### src/hw/rtl/ldg_pkg.sv
// ----------------------------------------------------------------------------
// ldg_pkg
// Shared widths, constants, codes and interface types of the load-based
// DVFS governor.
// ----------------------------------------------------------------------------
`default_nettype none

package ldg_pkg;

	// Field widths
	localparam int FreqW  = 22;
	localparam int TimeW  = 64;
	localparam int DwellW = 32;
	localparam int ModeW  = 3;
	localparam int RunW   = 8;
	localparam int ActW   = 2;
	localparam int LoadW  = 7;
	localparam int StepW  = 2;

	// Load datapath widths: ten times a remainder below 2^64, cur times load
	localparam int RemW       = TimeW + 4;
	localparam int ProdW      = FreqW + LoadW;
	localparam int RecipW     = 30;
	localparam int RecipShift = 36;
	localparam int ScaleW     = ProdW + RecipW;

	// APB register file
	localparam int AddrW = 5;
	localparam int DataW = 32;

	// Frequencies and limits
	localparam logic [FreqW-1:0]  GuardKhz      = FreqW'(400000);
	localparam logic [FreqW-1:0]  MaxResetKhz   = FreqW'(1000000);
	localparam logic [FreqW-1:0]  MinResetKhz   = FreqW'(100000);
	localparam logic [FreqW-1:0]  ThrResetKhz   = FreqW'(1000000);
	localparam logic [FreqW-1:0]  SuspResetKhz  = FreqW'(400000);
	localparam logic [FreqW-1:0]  ResResetKhz   = FreqW'(800000);
	localparam logic [DwellW-1:0] DwellResetUs  = DwellW'(44000);
	localparam logic [LoadW-1:0]  FullLoad      = LoadW'(100);
	// ceil(2^36 / 100): exact quotient by 100 for any product below 2^30
	localparam logic [RecipW-1:0] RecipHundred  = RecipW'(687194768);
	localparam logic [StepW-1:0]  TopStep       = StepW'(3);

	typedef enum logic [ModeW-1:0] {
		MODE_IDLE_EXIT = 3'd0,
		MODE_SAMPLE    = 3'd1,
		MODE_WORK      = 3'd2,
		MODE_SUSPEND   = 3'd3,
		MODE_LIMITS    = 3'd4
	} mode_t;

	typedef enum logic [ActW-1:0] {
		ACT_NONE = 2'd0,
		ACT_UP   = 2'd1,
		ACT_DOWN = 2'd2,
		ACT_SET  = 2'd3
	} action_t;

	typedef enum logic {
		REL_CEIL  = 1'b0,
		REL_FLOOR = 1'b1
	} rel_t;

	typedef enum logic [2:0] {
		REG_MAX   = 3'd0,
		REG_MIN   = 3'd1,
		REG_THR   = 3'd2,
		REG_SUSP  = 3'd3,
		REG_RES   = 3'd4,
		REG_DWELL = 3'd5
	} reg_idx_t;

	typedef struct packed {
		logic [FreqW-1:0]  max_khz;
		logic [FreqW-1:0]  min_khz;
		logic [FreqW-1:0]  thr_khz;
		logic [FreqW-1:0]  susp_khz;
		logic [FreqW-1:0]  res_khz;
		logic [DwellW-1:0] dwell_us;
	} cfg_t;

	typedef enum logic [8:0] {
		S_IDLE   = 9'b000000001,
		S_CHECK  = 9'b000000010,
		S_ELAP   = 9'b000000100,
		S_BUSY   = 9'b000001000,
		S_MUL10  = 9'b000010000,
		S_DIV    = 9'b000100000,
		S_PROD   = 9'b001000000,
		S_RECIP  = 9'b010000000,
		S_COMMIT = 9'b100000000
	} state_t;

	typedef struct packed {
		logic             capture;
		logic             elapse;
		logic             busy;
		logic             mul10;
		logic             div_step;
		logic [StepW-1:0] shift;
		logic             prod;
		logic             recip;
		logic             commit;
	} ctrl_cmd_t;

	typedef struct packed {
		logic need_load;
		logic full_load;
		logic out_free;
	} dp_status_t;

endpackage

`default_nettype wire

### src/hw/rtl/ldg_ctrl.sv
// ----------------------------------------------------------------------------
// ldg_ctrl
// Sequencer of the governor: accepts a request, steps the load division
// when a work run needs it, and commits the result.
// ----------------------------------------------------------------------------
`default_nettype none

module ldg_ctrl import ldg_pkg::*; (
	input  wire logic       clk,
	input  wire logic       arst_n,
	input  wire logic       in_valid,
	output logic            in_ready,
	input  wire dp_status_t status,
	output ctrl_cmd_t       cmd
);

	state_t           state_q, state_d;
	logic [StepW-1:0] step_q;
	logic             digit_q;

	assign in_ready = (state_q == S_IDLE);

	// Next state and datapath commands
	always_comb begin
		state_d  = state_q;
		cmd      = '0;
		cmd.shift = step_q;
		case (state_q)
			S_IDLE: begin
				if (in_valid) begin
					cmd.capture = 1'b1;
					state_d     = S_CHECK;
				end
			end
			S_CHECK: begin
				state_d = status.need_load ? S_ELAP : S_COMMIT;
			end
			S_ELAP: begin
				cmd.elapse = 1'b1;
				state_d    = S_BUSY;
			end
			S_BUSY: begin
				cmd.busy = 1'b1;
				state_d  = status.full_load ? S_PROD : S_MUL10;
			end
			S_MUL10: begin
				cmd.mul10 = 1'b1;
				state_d   = S_DIV;
			end
			S_DIV: begin
				cmd.div_step = 1'b1;
				if (step_q == '0) begin
					state_d = digit_q ? S_PROD : S_MUL10;
				end
			end
			S_PROD: begin
				cmd.prod = 1'b1;
				state_d  = S_RECIP;
			end
			S_RECIP: begin
				cmd.recip = 1'b1;
				state_d   = S_COMMIT;
			end
			S_COMMIT: begin
				if (status.out_free) begin
					cmd.commit = 1'b1;
					state_d    = S_IDLE;
				end
			end
			default: begin
				state_d = S_IDLE;
			end
		endcase
	end

	// Advance state, quotient bit step and decimal digit
	always_ff @(posedge clk or negedge arst_n) begin
		if (!arst_n) begin
			state_q <= S_IDLE;
			step_q  <= '0;
			digit_q <= 1'b0;
		end else begin
			state_q <= state_d;
			if (state_q == S_BUSY) begin
				digit_q <= 1'b0;
			end
			if (state_q == S_MUL10) begin
				step_q <= TopStep;
			end else if (state_q == S_DIV) begin
				step_q <= step_q - StepW'(1);
				if (step_q == '0) begin
					digit_q <= 1'b1;
				end
			end
		end
	end

endmodule

`default_nettype wire

### config.mk
export PLATFORM = sky130hd
export DESIGN_NAME = ldg_ctrl
export DESIGN_NICKNAME = d
export VERILOG_FILES = /design/src/hw/rtl/ldg_pkg.sv /design/src/hw/rtl/ldg_ctrl.sv
export SDC_FILE = /design/constraint.sdc
export NUM_CORES = 1
export LEC_CHECK = 0
export BUFFER_PORTS_ARGS = -buffer_cell sky130_fd_sc_hd__buf_2
export CAP_MARGIN = 20
export CORE_MARGIN = 4
export CORE_UTILIZATION = 45
export CTS_CLUSTER_SIZE = 24
export DETAILED_ROUTE_END_ITERATION = 10
export MAX_ROUTING_LAYER = met4
export PLACE_DENSITY = 0.74
export SYNTH_ARGS = -nofsm -noshare
export SYNTH_HDL_FRONTEND = slang
export SYNTH_SLANG_ARGS = --single-unit
### constraint.sdc
create_clock -name clk -period 5 [get_ports clk]
set_clock_uncertainty 0.15 [all_clocks]
set_input_delay 0.25 -clock clk [delete_from_list [all_inputs] [get_ports clk]]
set_output_delay 0.25 -clock clk [all_outputs]
set_load 0.01 [all_outputs]
==> flow_summary.toml <==
[clocking]
postCtsSetupRepairBufs = 0
clk_latency_ns = 0.28
clk_path_buf_depth = 2
clkTransAtPathRegs_ns = 0.07
cts_root_buf = "clkbuf_4"
hold_buffers = 1
cts-resized-gates = 0
htreeDepth = 1
cts.sink_count = 12
cts_tree = "done"
cts_buffers = 3

[grt]
grt.overflow.total = 0
antenna_found_initial = 0
grt_max_degree = 13
gr-usage-all-layers_pct = 16.2
grt_pass1_vias = 662
grt_pass1_wl_mm = 2.95

[floorplanning]
core_area_um2 = 1560
fp.dieArea_um2 = 2420
ios = 17
die_w_um = 49.2
initial_core_util_pct = 49.0
die_h_um = 49.2
rows = 14

[detailed_routing]
highest_layer = "met4"
wl_per_cell_um = 14.1
wl_met1_um = 712
ant_nets = 0
vias = 702
drc = 0
dr.first_iter.drc_count = 14
viasPerCell = 6.00
routed-wl-met2_um = 836
met3_length_um = 89
firstDrtPassIters = 4
finalWirelength_mm = 1.66

[power_and_ir_drop]
power_leakage_nw = 0.414
seqPwrFrac_pct = 36.9
ir_drop_uv = 246
p_clk_share_pct = 20.9
pwr_density_cell_nw_per_um2 = 425
p_int_uw = 230
switching_share_pct = 39.4
pwr-share-comb_pct = 42.2
p_switching_uw = 150

[hold_path]
hold_path_class = "input port to flop"

[place]
port-buffer-count = 16
placedInstanceArea_um2 = 847
dp_cells = 112
dp_hpwl_mm = 1.26
gp_congestion = 0.846
pre_cts_ws_ns = 2.83

[worst_setup_path]
max_stage_delay_ns = 0.72
r2r_slack_ns = 3.11
worst-endpoint-required_ns = 4.60
cp_num_cells = 5
cp_num_buf_inv = 1
path_max_fanout = 8
path_cells = "or4_1, nor2_4, nand2_2, nor4b_2, buf_2"
crit_path_start = "state_q[3]"
reg2reg_from = "state_q[3]"
end_kind = "output port"
cp.arrival_ns = 2.07
start_kind = "flop"
path_delay_family = "simple AND/OR/NAND/NOR gates"
endpoint = "cmd[0]"
critPathKind = "flop to output port"
cp_slowest_cell = "or4_1"
regToRegEndpoint = "state_q[6]"
r2r_cells = 4

[cells_and_area]
layout-drive-gt1-share_pct = 28.7
num-nets-final = 109
diodes = 0
area_growth_pct = 16.9
design_area_um2 = 893
final_util_pct = 57.3
layout.cells.non_filler = 117

[synth]
synth_edf_count = 0
syn_avg_cell_area_um2 = 9.21
synth_nets = 90
yosysTopAreaCellShare_pct = 36.0
synth.area.top_cells = "dfrtp_1 (36%), or4b_1 (6.5%), nor3_1 (3.9%)"
ys.flop_type = "dfrtp_1"
yosys-top-cells-count = "dfrtp_1 (11), nor2_1 (7), inv_1 (6), nand2_1 (6), nor3_1 (6)"
async_reset_ff_share_pct = 100
ys_ff_latch = 12
syn_inst = 83
yosys_warnings = 0
ys_seq_area_share_pct = 39.4
synth.distinct_cells = 36
synth.most_common_cell = "dfrtp_1"
synth_top_cell_by_area = "dfrtp_1"
syn_area_um2 = 764

[sta]
grt_setup_unrepaired = "false"
fmax_ghz = 0.405
layout_setup_ws_ns = 2.53
final-hold-violation-count = 0
timing.slew.headroom_pct = 69.8
period_share_pct = 49.4
setup_tns_ns = 0
tightest_slew_ns = 0.447
min_period_ns = 2.47
setup_violations = 0
drv_slew = 0

[outcome]
status = "completed"

[run]
max-cap-violations = 0
==> final cells by class <==
cell class / count / area, um2
fillers: 140 / 666
multi-input cells: 61 / 419
flip-flops and latches: 12 / 302
repair buffers: 17 / 90.1
clock buffers: 4 / 36.3
inverters: 7 / 26.3
well taps: 16 / 20.0
==> power groups by stage <==
stage               combinational [mW]  clock, mW  sequential, mW
floorplan                        0.123          0           0.137
global placement                 0.157          0           0.140
detailed placement               0.158          0           0.142
CTS                              0.162     0.0815           0.140
global route                     0.181     0.0857           0.144
finish                           0.160     0.0793           0.140
==> stage by stage <==
| step | hold WS, ns | power [mW] |
|---|---|---|
| floorplan | -0.196 | 0.260 |
| finish | 0.0339 | 0.380 |
| global placement | -0.00976 | 0.297 |
| CTS | 0.0284 | 0.383 |
| detailed placement | -0.00730 | 0.300 |
| global route | 0.0208 | 0.410 |
==> worst min path at each step <==
stage	from	to	slack [ns]	depth (start not counted)
floorplan	arst_n	digit_q	-0.20	0
global placement	arst_n	state_q[6]	-0.01	1
detailed placement	arst_n	state_q[6]	-0.007	1
CTS	status[2]	state_q[8]	0.03	2
global route	status[2]	state_q[8]	0.02	2
finish	status[2]	state_q[8]	0.03	2
==> logic make-up after synthesis <==
kind of cell    after synthesis  share of synthesized area, %
compound gates               14                          12.1
xor+xnor                      3                          3.44
fa+ha+maj                     1                          1.64
buf+inv                      10                          5.73
flops                        12                          39.4
simple gates                 43                          37.6
==> cell usage in the layout, fill, tap and decap left out, types with 5 or more instances in the layout <==
| cell type | synthesis | final |
|---|---|---|
| buf_2 | 2 | 16 |
| dfrtp_1 | 11 | 11 |
| inv_1 | 6 | 6 |
| nand2_1 | 6 | 6 |
| nor2_1 | 7 | 7 |
| nor3_1 | 6 | 6 |
| or4b_1 | 5 | 5 |
==> routing by layer <==
layer	vias to the layer above	track usage, %
met5	-	-
met4	0	5.69
met3	2	5.20
met2	15	26.3
met1	341	18.7
li1	344	-
==> flip-flops by register name (all words and copies together), names as in the netlist <==
register and cells:
step_q 2, digit_q 1, state_q 9
Power figures use the tool's default switching activity.
