## src/hw/rtl/ldg_pkg.sv

```systemverilog
// ----------------------------------------------------------------------------
// ldg_pkg
// Shared widths, constants, codes and interface types of the load-based
// DVFS governor.
// ----------------------------------------------------------------------------
`default_nettype none

package ldg_pkg;

	// Field widths
	localparam int FreqW  = 22;
	localparam int TimeW  = 64;
	localparam int DwellW = 32;
	localparam int ModeW  = 3;
	localparam int RunW   = 8;
	localparam int ActW   = 2;
	localparam int LoadW  = 7;
	localparam int StepW  = 2;

	// Load datapath widths: ten times a remainder below 2^64, cur times load
	localparam int RemW       = TimeW + 4;
	localparam int ProdW      = FreqW + LoadW;
	localparam int RecipW     = 30;
	localparam int RecipShift = 36;
	localparam int ScaleW     = ProdW + RecipW;

	// APB register file
	localparam int AddrW = 5;
	localparam int DataW = 32;

	// Frequencies and limits
	localparam logic [FreqW-1:0]  GuardKhz      = FreqW'(400000);
	localparam logic [FreqW-1:0]  MaxResetKhz   = FreqW'(1000000);
	localparam logic [FreqW-1:0]  MinResetKhz   = FreqW'(100000);
	localparam logic [FreqW-1:0]  ThrResetKhz   = FreqW'(1000000);
	localparam logic [FreqW-1:0]  SuspResetKhz  = FreqW'(400000);
	localparam logic [FreqW-1:0]  ResResetKhz   = FreqW'(800000);
	localparam logic [DwellW-1:0] DwellResetUs  = DwellW'(44000);
	localparam logic [LoadW-1:0]  FullLoad      = LoadW'(100);
	// ceil(2^36 / 100): exact quotient by 100 for any product below 2^30
	localparam logic [RecipW-1:0] RecipHundred  = RecipW'(687194768);
	localparam logic [StepW-1:0]  TopStep       = StepW'(3);

	typedef enum logic [ModeW-1:0] {
		MODE_IDLE_EXIT = 3'd0,
		MODE_SAMPLE    = 3'd1,
		MODE_WORK      = 3'd2,
		MODE_SUSPEND   = 3'd3,
		MODE_LIMITS    = 3'd4
	} mode_t;

	typedef enum logic [ActW-1:0] {
		ACT_NONE = 2'd0,
		ACT_UP   = 2'd1,
		ACT_DOWN = 2'd2,
		ACT_SET  = 2'd3
	} action_t;

	typedef enum logic {
		REL_CEIL  = 1'b0,
		REL_FLOOR = 1'b1
	} rel_t;

	typedef enum logic [2:0] {
		REG_MAX   = 3'd0,
		REG_MIN   = 3'd1,
		REG_THR   = 3'd2,
		REG_SUSP  = 3'd3,
		REG_RES   = 3'd4,
		REG_DWELL = 3'd5
	} reg_idx_t;

	typedef struct packed {
		logic [FreqW-1:0]  max_khz;
		logic [FreqW-1:0]  min_khz;
		logic [FreqW-1:0]  thr_khz;
		logic [FreqW-1:0]  susp_khz;
		logic [FreqW-1:0]  res_khz;
		logic [DwellW-1:0] dwell_us;
	} cfg_t;

	typedef enum logic [8:0] {
		S_IDLE   = 9'b000000001,
		S_CHECK  = 9'b000000010,
		S_ELAP   = 9'b000000100,
		S_BUSY   = 9'b000001000,
		S_MUL10  = 9'b000010000,
		S_DIV    = 9'b000100000,
		S_PROD   = 9'b001000000,
		S_RECIP  = 9'b010000000,
		S_COMMIT = 9'b100000000
	} state_t;

	typedef struct packed {
		logic             capture;
		logic             elapse;
		logic             busy;
		logic             mul10;
		logic             div_step;
		logic [StepW-1:0] shift;
		logic             prod;
		logic             recip;
		logic             commit;
	} ctrl_cmd_t;

	typedef struct packed {
		logic need_load;
		logic full_load;
		logic out_free;
	} dp_status_t;

endpackage

`default_nettype wire

```

## src/hw/rtl/ldg_apb_regs.sv

```systemverilog
// ----------------------------------------------------------------------------
// ldg_apb_regs
// APB configuration registers: frequency limits, suspend and resume
// frequencies, and the ramp-down dwell time.
// ----------------------------------------------------------------------------
`default_nettype none

module ldg_apb_regs import ldg_pkg::*; (
	input  wire logic             clk,
	input  wire logic             arst_n,
	input  wire logic             psel,
	input  wire logic             penable,
	input  wire logic             pwrite,
	input  wire logic [AddrW-1:0] paddr,
	input  wire logic [DataW-1:0] pwdata,
	output logic      [DataW-1:0] prdata,
	output logic                  pready,
	output cfg_t                  cfg
);

	cfg_t     cfg_q;
	reg_idx_t idx;
	logic     wr_en;

	assign idx    = reg_idx_t'(paddr[AddrW-1:2]);
	assign wr_en  = psel && penable && pwrite;
	assign pready = 1'b1;
	assign cfg    = cfg_q;

	// Write the addressed register at the access phase
	always_ff @(posedge clk or negedge arst_n) begin
		if (!arst_n) begin
			cfg_q.max_khz  <= MaxResetKhz;
			cfg_q.min_khz  <= MinResetKhz;
			cfg_q.thr_khz  <= ThrResetKhz;
			cfg_q.susp_khz <= SuspResetKhz;
			cfg_q.res_khz  <= ResResetKhz;
			cfg_q.dwell_us <= DwellResetUs;
		end else if (wr_en) begin
			case (idx)
				REG_MAX:   cfg_q.max_khz  <= pwdata[FreqW-1:0];
				REG_MIN:   cfg_q.min_khz  <= pwdata[FreqW-1:0];
				REG_THR:   cfg_q.thr_khz  <= pwdata[FreqW-1:0];
				REG_SUSP:  cfg_q.susp_khz <= pwdata[FreqW-1:0];
				REG_RES:   cfg_q.res_khz  <= pwdata[FreqW-1:0];
				REG_DWELL: cfg_q.dwell_us <= pwdata[DwellW-1:0];
				default: ;
			endcase
		end
	end

	// Return the addressed register, zero outside the map
	always_comb begin
		case (idx)
			REG_MAX:   prdata = DataW'(cfg_q.max_khz);
			REG_MIN:   prdata = DataW'(cfg_q.min_khz);
			REG_THR:   prdata = DataW'(cfg_q.thr_khz);
			REG_SUSP:  prdata = DataW'(cfg_q.susp_khz);
			REG_RES:   prdata = DataW'(cfg_q.res_khz);
			REG_DWELL: prdata = DataW'(cfg_q.dwell_us);
			default:   prdata = '0;
		endcase
	end

endmodule

`default_nettype wire

```

## config.mk

```make
export PLATFORM = sky130hd
export DESIGN_NAME = ldg_apb_regs
export DESIGN_NICKNAME = d
export VERILOG_FILES = /design/src/hw/rtl/ldg_pkg.sv /design/src/hw/rtl/ldg_apb_regs.sv
export SDC_FILE = /design/constraint.sdc
export NUM_CORES = 1
export LEC_CHECK = 0
export BUFFER_PORTS_ARGS = -buffer_cell sky130_fd_sc_hd__buf_2
export CAP_MARGIN = 10
export CORE_MARGIN = 5
export CORE_UTILIZATION = 40
export CTS_CLUSTER_DIAMETER = 80
export CTS_CLUSTER_SIZE = 8
export DETAILED_ROUTE_END_ITERATION = 7
export PLACE_DENSITY = 0.68
export SLEW_MARGIN = 20
export SYNTH_ARGS = -nofsm -noshare
export SYNTH_HDL_FRONTEND = slang
export SYNTH_SLANG_ARGS = --single-unit
```

## constraint.sdc

```tcl
create_clock -name clk -period 1.25 [get_ports clk]
set_input_delay 0.125 -clock clk [delete_from_list [all_inputs] [get_ports clk]]
set_output_delay 0.125 -clock clk [all_outputs]
set_load 0.05 [all_outputs]
```

==> flow_metrics.tcl, run 1 <==
set metrics [dict create \
    fin_setup_tns_ps -12600 \
    synth.area.mux_share_pct 32.1 \
    coreArea_mm2 0.0160 \
    synth-simple-area-share_pct 4.77 \
    grt_util_all_layers_pct 24.9 \
    diodes 0 \
    dp.final_hpwl_mm 15.9 \
    hold_viol_final 0 \
    stdcell_count 1082 \
    power_frac_comb_pct 46.0 \
    vias_per_cell 5.32 \
    p_sw_mw 8.55 \
    area_growth_pct 82.9 \
    hp-class "in -> reg" \
    fp.dieArea_mm2 0.0191 \
    grt_pass1_vias 6319 \
    min_period_over_period_pct 147 \
    insertion_delay_ps 420 \
    fillerInstances 967 \
    vias 5760 \
    ant_nets 0 \
    switching_share_pct 39.0 \
    fmax_mhz 545 \
    fin_area_mm2 0.0120 \
    ys_seq_elements 142 \
    synth-compound-area-share_pct 5.13 \
    syn_nets 513 \
    grt_max_degree 36 \
    internal_power_mw 13.4 \
    die_w_um 138 \
    grt_overflow_total 0 \
    synthAdderAreaFrac_pct 0 \
    synth-async-reset-ratio_pct 100 \
    io_pins 217 \
    fin_skew_ps 0 \
    antenna_found_initial 0 \
    period_needed_ps 1830 \
    largest_reg_flops 142 \
    numCtsBuffers 17 \
    drt_pass1_iterations 4 \
    dp_cells 1006 \
    synth_cell_types 31 \
    netlist_area_mm2 0.00656 \
    ys_seq_area_share_pct 55.0 \
    numPortBuffers 213 \
    synth-edff-count 0 \
    cp-end-kind "primary output" \
    fin_ws_ps -585 \
    regArea_mm2 0.00367 \
    cts_max_path_buffers 2 \
    routed_wl_mm 24.7 \
    grt_pass1_wl_mm 37.3 \
    synth_top_family_by_area "multiplexers" \
    synthCells 471 \
    violations "setup timing" \
    clkPwrFrac_pct 24.1 \
    outcome "finished with violations" \
    drcViolationCount 0 \
    irDropWorstVdd_mv 1.25 \
    critPathArrivalTime_ps 1710 \
    grt_setup_unrepaired "true" \
    ys_warn_count 0 \
    die_h_um 138 \
    setup_viol 73 \
    power.density_mw_per_mm2 1830 \
    multi_input_area_mm2 0.00319 \
    avgSynthCellArea_um2 13.9 \
    worst-path-max-fanout 2 \
    gp_congestion 0.838 \
    clkSinkCount 142 \
    worstSetupPathType "reg -> out" \
    synth_xor_xnor_area_share_pct 0 \
    slew_viol_final 0 \
    maxCapViolCount 0 \
    cts_max_level 4 \
    start_kind "flip-flop" \
    drive_gt1_share_pct 68.2 \
    leakage_nw 5.54 \
    start_util_pct 41.0 \
    cts_tree "yes" \
    fin_nets 895 \
    pwr-share-seq_pct 29.9 \
    cts_root_buffer "clkbuf_16" \
    critPathRequiredTime_ps 1120 \
    avgRoutedWirePerCell_um 22.8 \
    placed_area_mm2 0.00934 \
    ys.flop_type "dfrtp_1" \
    rows 46 \
    drt_iter0_markers 200 \
    clk_pin_slew_worst_paths_ps 60 \
]
path summary, 6_finish.rpt:
path | startpoint | to | slack [ps] | cells after the start
worst max-delay path | cfg[132]$_DFFE_PN0P_ | prdata[12] | -580 | 5
worst min-delay path | pwdata[1] | cfg[55]$_DFFE_PN0P_ | 4 | 2
worst max register to register | cfg[111]$_DFFE_PN0P_ | cfg[111]$_DFFE_PN0P_ | 240 | 3
worst min register to register | cfg[48]$_DFFE_PN0P_ | cfg[48]$_DFFE_PN0P_ | 510 | 1
max in group asynchronous | arst_n | cfg[134]$_DFFE_PN1P_ | 470 | 3
min in group asynchronous | arst_n | cfg[3]$_DFFE_PN0P_ | 210 | 2
worst max-delay path: stages, from the launching register on:
cell and delay (ps):
dfrtp_2 410, mux2_2 270, a221oi_2 250, buf_4 170, a31oi_4 30, buf_6 160
synthesized netlist by cell type (2+ instances only):
cell        n  area [µm²]
clkbuf_1    7        26.3
nor2_2      2        12.5
a311o_1     5        50.1
mux2_1    123        1390
nor3_2      2        20.0
buf_4      14         105
a211oi_1    5        37.5
a21oi_1     5        25.0
o21ai_0     9        45.0
o221ai_1    5        43.8
dfrtp_1   102        2550
nand3_1    14        70.1
a221oi_1    3        26.3
nand2_1     6        22.5
buf_2      11        55.1
mux2i_1    38         380
and3_1     10        62.6
dfstp_2    40        1050
a221o_1     9        90.1
a31oi_1     3        18.8
mux2_2     30         338
nor2_1     19        71.3
routing by layer:
metal	up-vias	GRT usage (%)	routed length, µm
li1	2518	-	-
met1	2940	28.8	9570
met2	239	44.5	13000
met3	63	6.69	1370
met4	0	9.10	737
met5	-	0	0
power groups by stage:
stage | clock network, mW | logic [mW] | registers, mW
3_3_place_gp | 0 | 7.64 | 6.37
5_1_grt | 5.59 | 10.4 | 6.65
2_1_floorplan | 0 | 1.90 | 9.65
6_report | 5.29 | 10.1 | 6.55
4_1_cts | 5.33 | 9.41 | 6.46
3_5_place_dp | 0 | 7.74 | 6.43
layout by cell type (no fill, tap or decap), types with 5 or more instances in the layout:
master,count
mux2_1,120
dlygate4sd3_1,26
buf_12,22
buf_4,71
nor2_1,17
mux2_4,14
mux2i_2,11
mux2_2,19
mux2i_1,27
buf_6,97
nand3_1,9
a221o_2,9
a21oi_1,5
clkbuf_4,10
and3_4,10
nand2_1,6
dfrtp_1,49
o221ai_4,5
dfstp_2,40
buf_2,72
dfrtp_2,53
buf_8,98
o21ai_1,8
a311o_2,5
clkbuf_16,17
repair_timing:
| item | in CTS | in global routing |
|---|---|---|
| gates resized for setup | 367 | 114 |
| setup endpoints to repair | 125 | 135 |
| hold endpoints to repair | 176 | 0 |
| buffers inserted | 14 | 29 |
| pin swaps | 16 | 4 |
| hold buffers | 26 | 0 |
area by class of cell:
type,instances,area share (%)
inverters,2,0.0626
flip-flops and latches,142,30.6
repair buffers,396,35.3
multi-input cells,294,26.6
clock buffers,22,4.04
clock inverters,10,1.13
well taps,216,2.25
through the flow:
step | util, % | hold slack [ps] | total power [mW] | setup slack [ps]
2_1_floorplan | - | -171 | 11.5 | -203
3_3_place_gp | 58.4 | 65.3 | 14.0 | -370
3_5_place_dp | 58.4 | 58.8 | 14.2 | -397
4_1_cts | 72.1 | 2.57 | 21.2 | -547
5_1_grt | 75.0 | 11.9 | 22.7 | -661
6_report | 75.0 | 3.54 | 21.9 | -585
cells by family after synthesis:
logic type             count (synthesis)
AO/OA/AOI/OAI                         44
AND/OR/NAND/NOR                       58
multiplexers                         191
other                                  1
flip-flops                           142
buffers and inverters                 35
No activity file was read; power rests on OpenSTA's default activity.
==> run 2: changes to the inputs <==
HOLD_SLACK_MARGIN = 0.05   (was unset)
PLACE_DENSITY = 0.66   (was 0.68)
clock period = 2 ns   (was 1.25 ns; I/O delays follow)
==> run 2 against run 1 <==
The flow now finishes without violations. Wire length down 19%. Sequential cell count unchanged. Critical endpoint is now prdata[8]. Combinational power shrank 59%. Critical path depth is 1 lower.
==> flow_metrics.tcl, run 2 (synthesized netlist as in run 1, its figures left out) <==
set metrics [dict create \
    outcome "completed" \
    routed_wl_mm 20.1 \
    slew_headroom_pct 45.6 \
    hold_depth 2 \
    critPathRequiredTime_ps 1800 \
    fin_skew_ps 0 \
    clkSinkCount 142 \
    crit_path_max_incr_delay_ps 540 \
    slew_viol_final 0 \
    fin_setup_tns_ps 0 \
    rrSetupSlack_ps 1170 \
    cts_tree "yes" \
    hp-start "pwdata[14]" \
    drcViolationCount 0 \
    coreArea_mm2 0.0160 \
    cts_root_buffer "clkbuf_16" \
    stdcell_count 938 \
    numPortBuffers 213 \
    tightest_slew_ps 813 \
    io_pins 217 \
    final_common_cell "buf_2" \
    crit_buf_inv 1 \
    dp_cells 894 \
    drt_iter0_markers 219 \
    grt_setup_unrepaired "false" \
    cts_max_level 4 \
    numCtsBuffers 17 \
    r2r-start "cfg[109]$_DFFE_PN0P_" \
    dp.final_hpwl_mm 14.0 \
    critPathArrivalTime_ps 1700 \
    grt_pass1_vias 5370 \
    drive_gt1_share_pct 48.5 \
    cts_max_path_buffers 2 \
    vias 4953 \
    crit_path_top_delay_cell "dfstp_2" \
    start_util_pct 41.0 \
    grt_overflow_total 0 \
    clk_pin_slew_worst_paths_ps 60 \
    irDropWorstVdd_mv 0.579 \
    fillerInstances 1394 \
    holdPathEnd "cfg[134]$_DFFE_PN1P_" \
    antenna_found_initial 1 \
    cp-end-kind "primary output" \
    area_growth_pct 34.2 \
    hold_viol_final 0 \
    cts_setup_buffers 0 \
    rows 46 \
    worstSetupPathType "reg -> out" \
    worstRegToRegCells 1 \
    crit_family "flip-flops" \
    fmax_mhz 527 \
    leakage_nw 4.43 \
    hp-class "in -> reg" \
    worst-path-max-fanout 3 \
    setup_viol 0 \
    fin_area_mm2 0.00880 \
    grt_util_all_layers_pct 20.9 \
    drt_pass1_iterations 4 \
    fin_nets 750 \
    power.density_mw_per_mm2 1260 \
    grt_max_degree 86 \
    gp_congestion 0.814 \
    insertion_delay_ps 420 \
    largest_reg_flops 142 \
    fp.dieArea_mm2 0.0191 \
    grt_pass1_wl_mm 31.4 \
    worstPathCellList "mux2i_1, a211oi_1, a311o_1, buf_2" \
    avgRoutedWirePerCell_um 21.4 \
    placed_area_mm2 0.00812 \
    min_period_over_period_pct 94.9 \
    rr_endpoint "cfg[109]$_DFFE_PN0P_" \
    ant_nets 0 \
    period_needed_ps 1900 \
    maxCapViolCount 0 \
    die_h_um 138 \
    start_kind "flip-flop" \
    final_cell_mix "buf_2 (208), mux2_1 (123), dfrtp_1 (102)" \
    die_w_um 138 \
    p_total_mw 11.1 \
    vias_per_cell 5.28 \
]
run 2: cell types whose count changed in the layout (fill, tap and decap cells not counted), moves of 53 or more:
cell / before / now
buf_6: 97 / 2
buf_4: 71 / 16
dfrtp_1: 49 / 102
dfrtp_2: 53 / 0
buf_2: 72 / 208
buf_8: 98 / 0
run 2: area by class of cell:
type | instances | area [µm²] | area share, %
diodes | 1 | 2.50 | 0.0284
clock inverters | 6 | 57.6 | 0.654
flip-flops and latches | 142 | 3600 | 40.9
multi-input cells | 294 | 2810 | 31.9
inverters | 2 | 7.51 | 0.0853
repair buffers | 251 | 1550 | 17.6
well taps | 216 | 270 | 3.07
clock buffers | 26 | 499 | 5.67
run 2: power by group:
part           internal, mW  total (mW)  switching (mW)
Clock                  1.83        2.98            1.14
Combinational          1.02        4.14            3.12
Sequential             3.56        3.98           0.421
run 2: what timing repair did:
action | CTS | global route
hold buffers | 11 | 0
endpoints found under the hold margin | 112 | 0
setup endpoints to repair | 0 | 3
gates resized for setup | 0 | 6
run 2: routing by layer:
metal | wire length [µm] | part of all wire [%] | GRT usage (%)
met5 | 0 | 0 | 0
met4 | 500 | 2.5 | 7.70
met3 | 1140 | 5.7 | 6.48
met2 | 10100 | 50 | 34.9
met1 | 8340 | 42 | 25.6
run 2: worst max-delay path by stage:
stage | from | end | slack (ps) | cells past startpoint
after floorplan | cfg[101]$_DFFE_PN0P_ | prdata[3] | 0.7 | 3
after global placement | paddr[4] | prdata[2] | 110 | 5
after detailed placement | paddr[4] | prdata[2] | 80 | 5
after CTS | cfg[7]$_DFFE_PN1P_ | prdata[7] | 5 | 4
after global routing | cfg[40]$_DFFE_PN1P_ | prdata[8] | 7 | 4
final | cfg[40]$_DFFE_PN1P_ | prdata[8] | 100 | 4
run 2: stage by stage:
step | worst slack (ps) | hold WS (ps) | utilization [%]
2_1_floorplan | 0.688 | -95.6 | -
3_3_place_gp | 109 | 11.1 | 50.7
3_5_place_dp | 75.9 | 12.1 | 50.7
4_1_cts | 4.71 | 51.5 | 54.9
5_1_grt | 7.01 | 53.8 | 55.0
6_report | 102 | 62.1 | 55.0
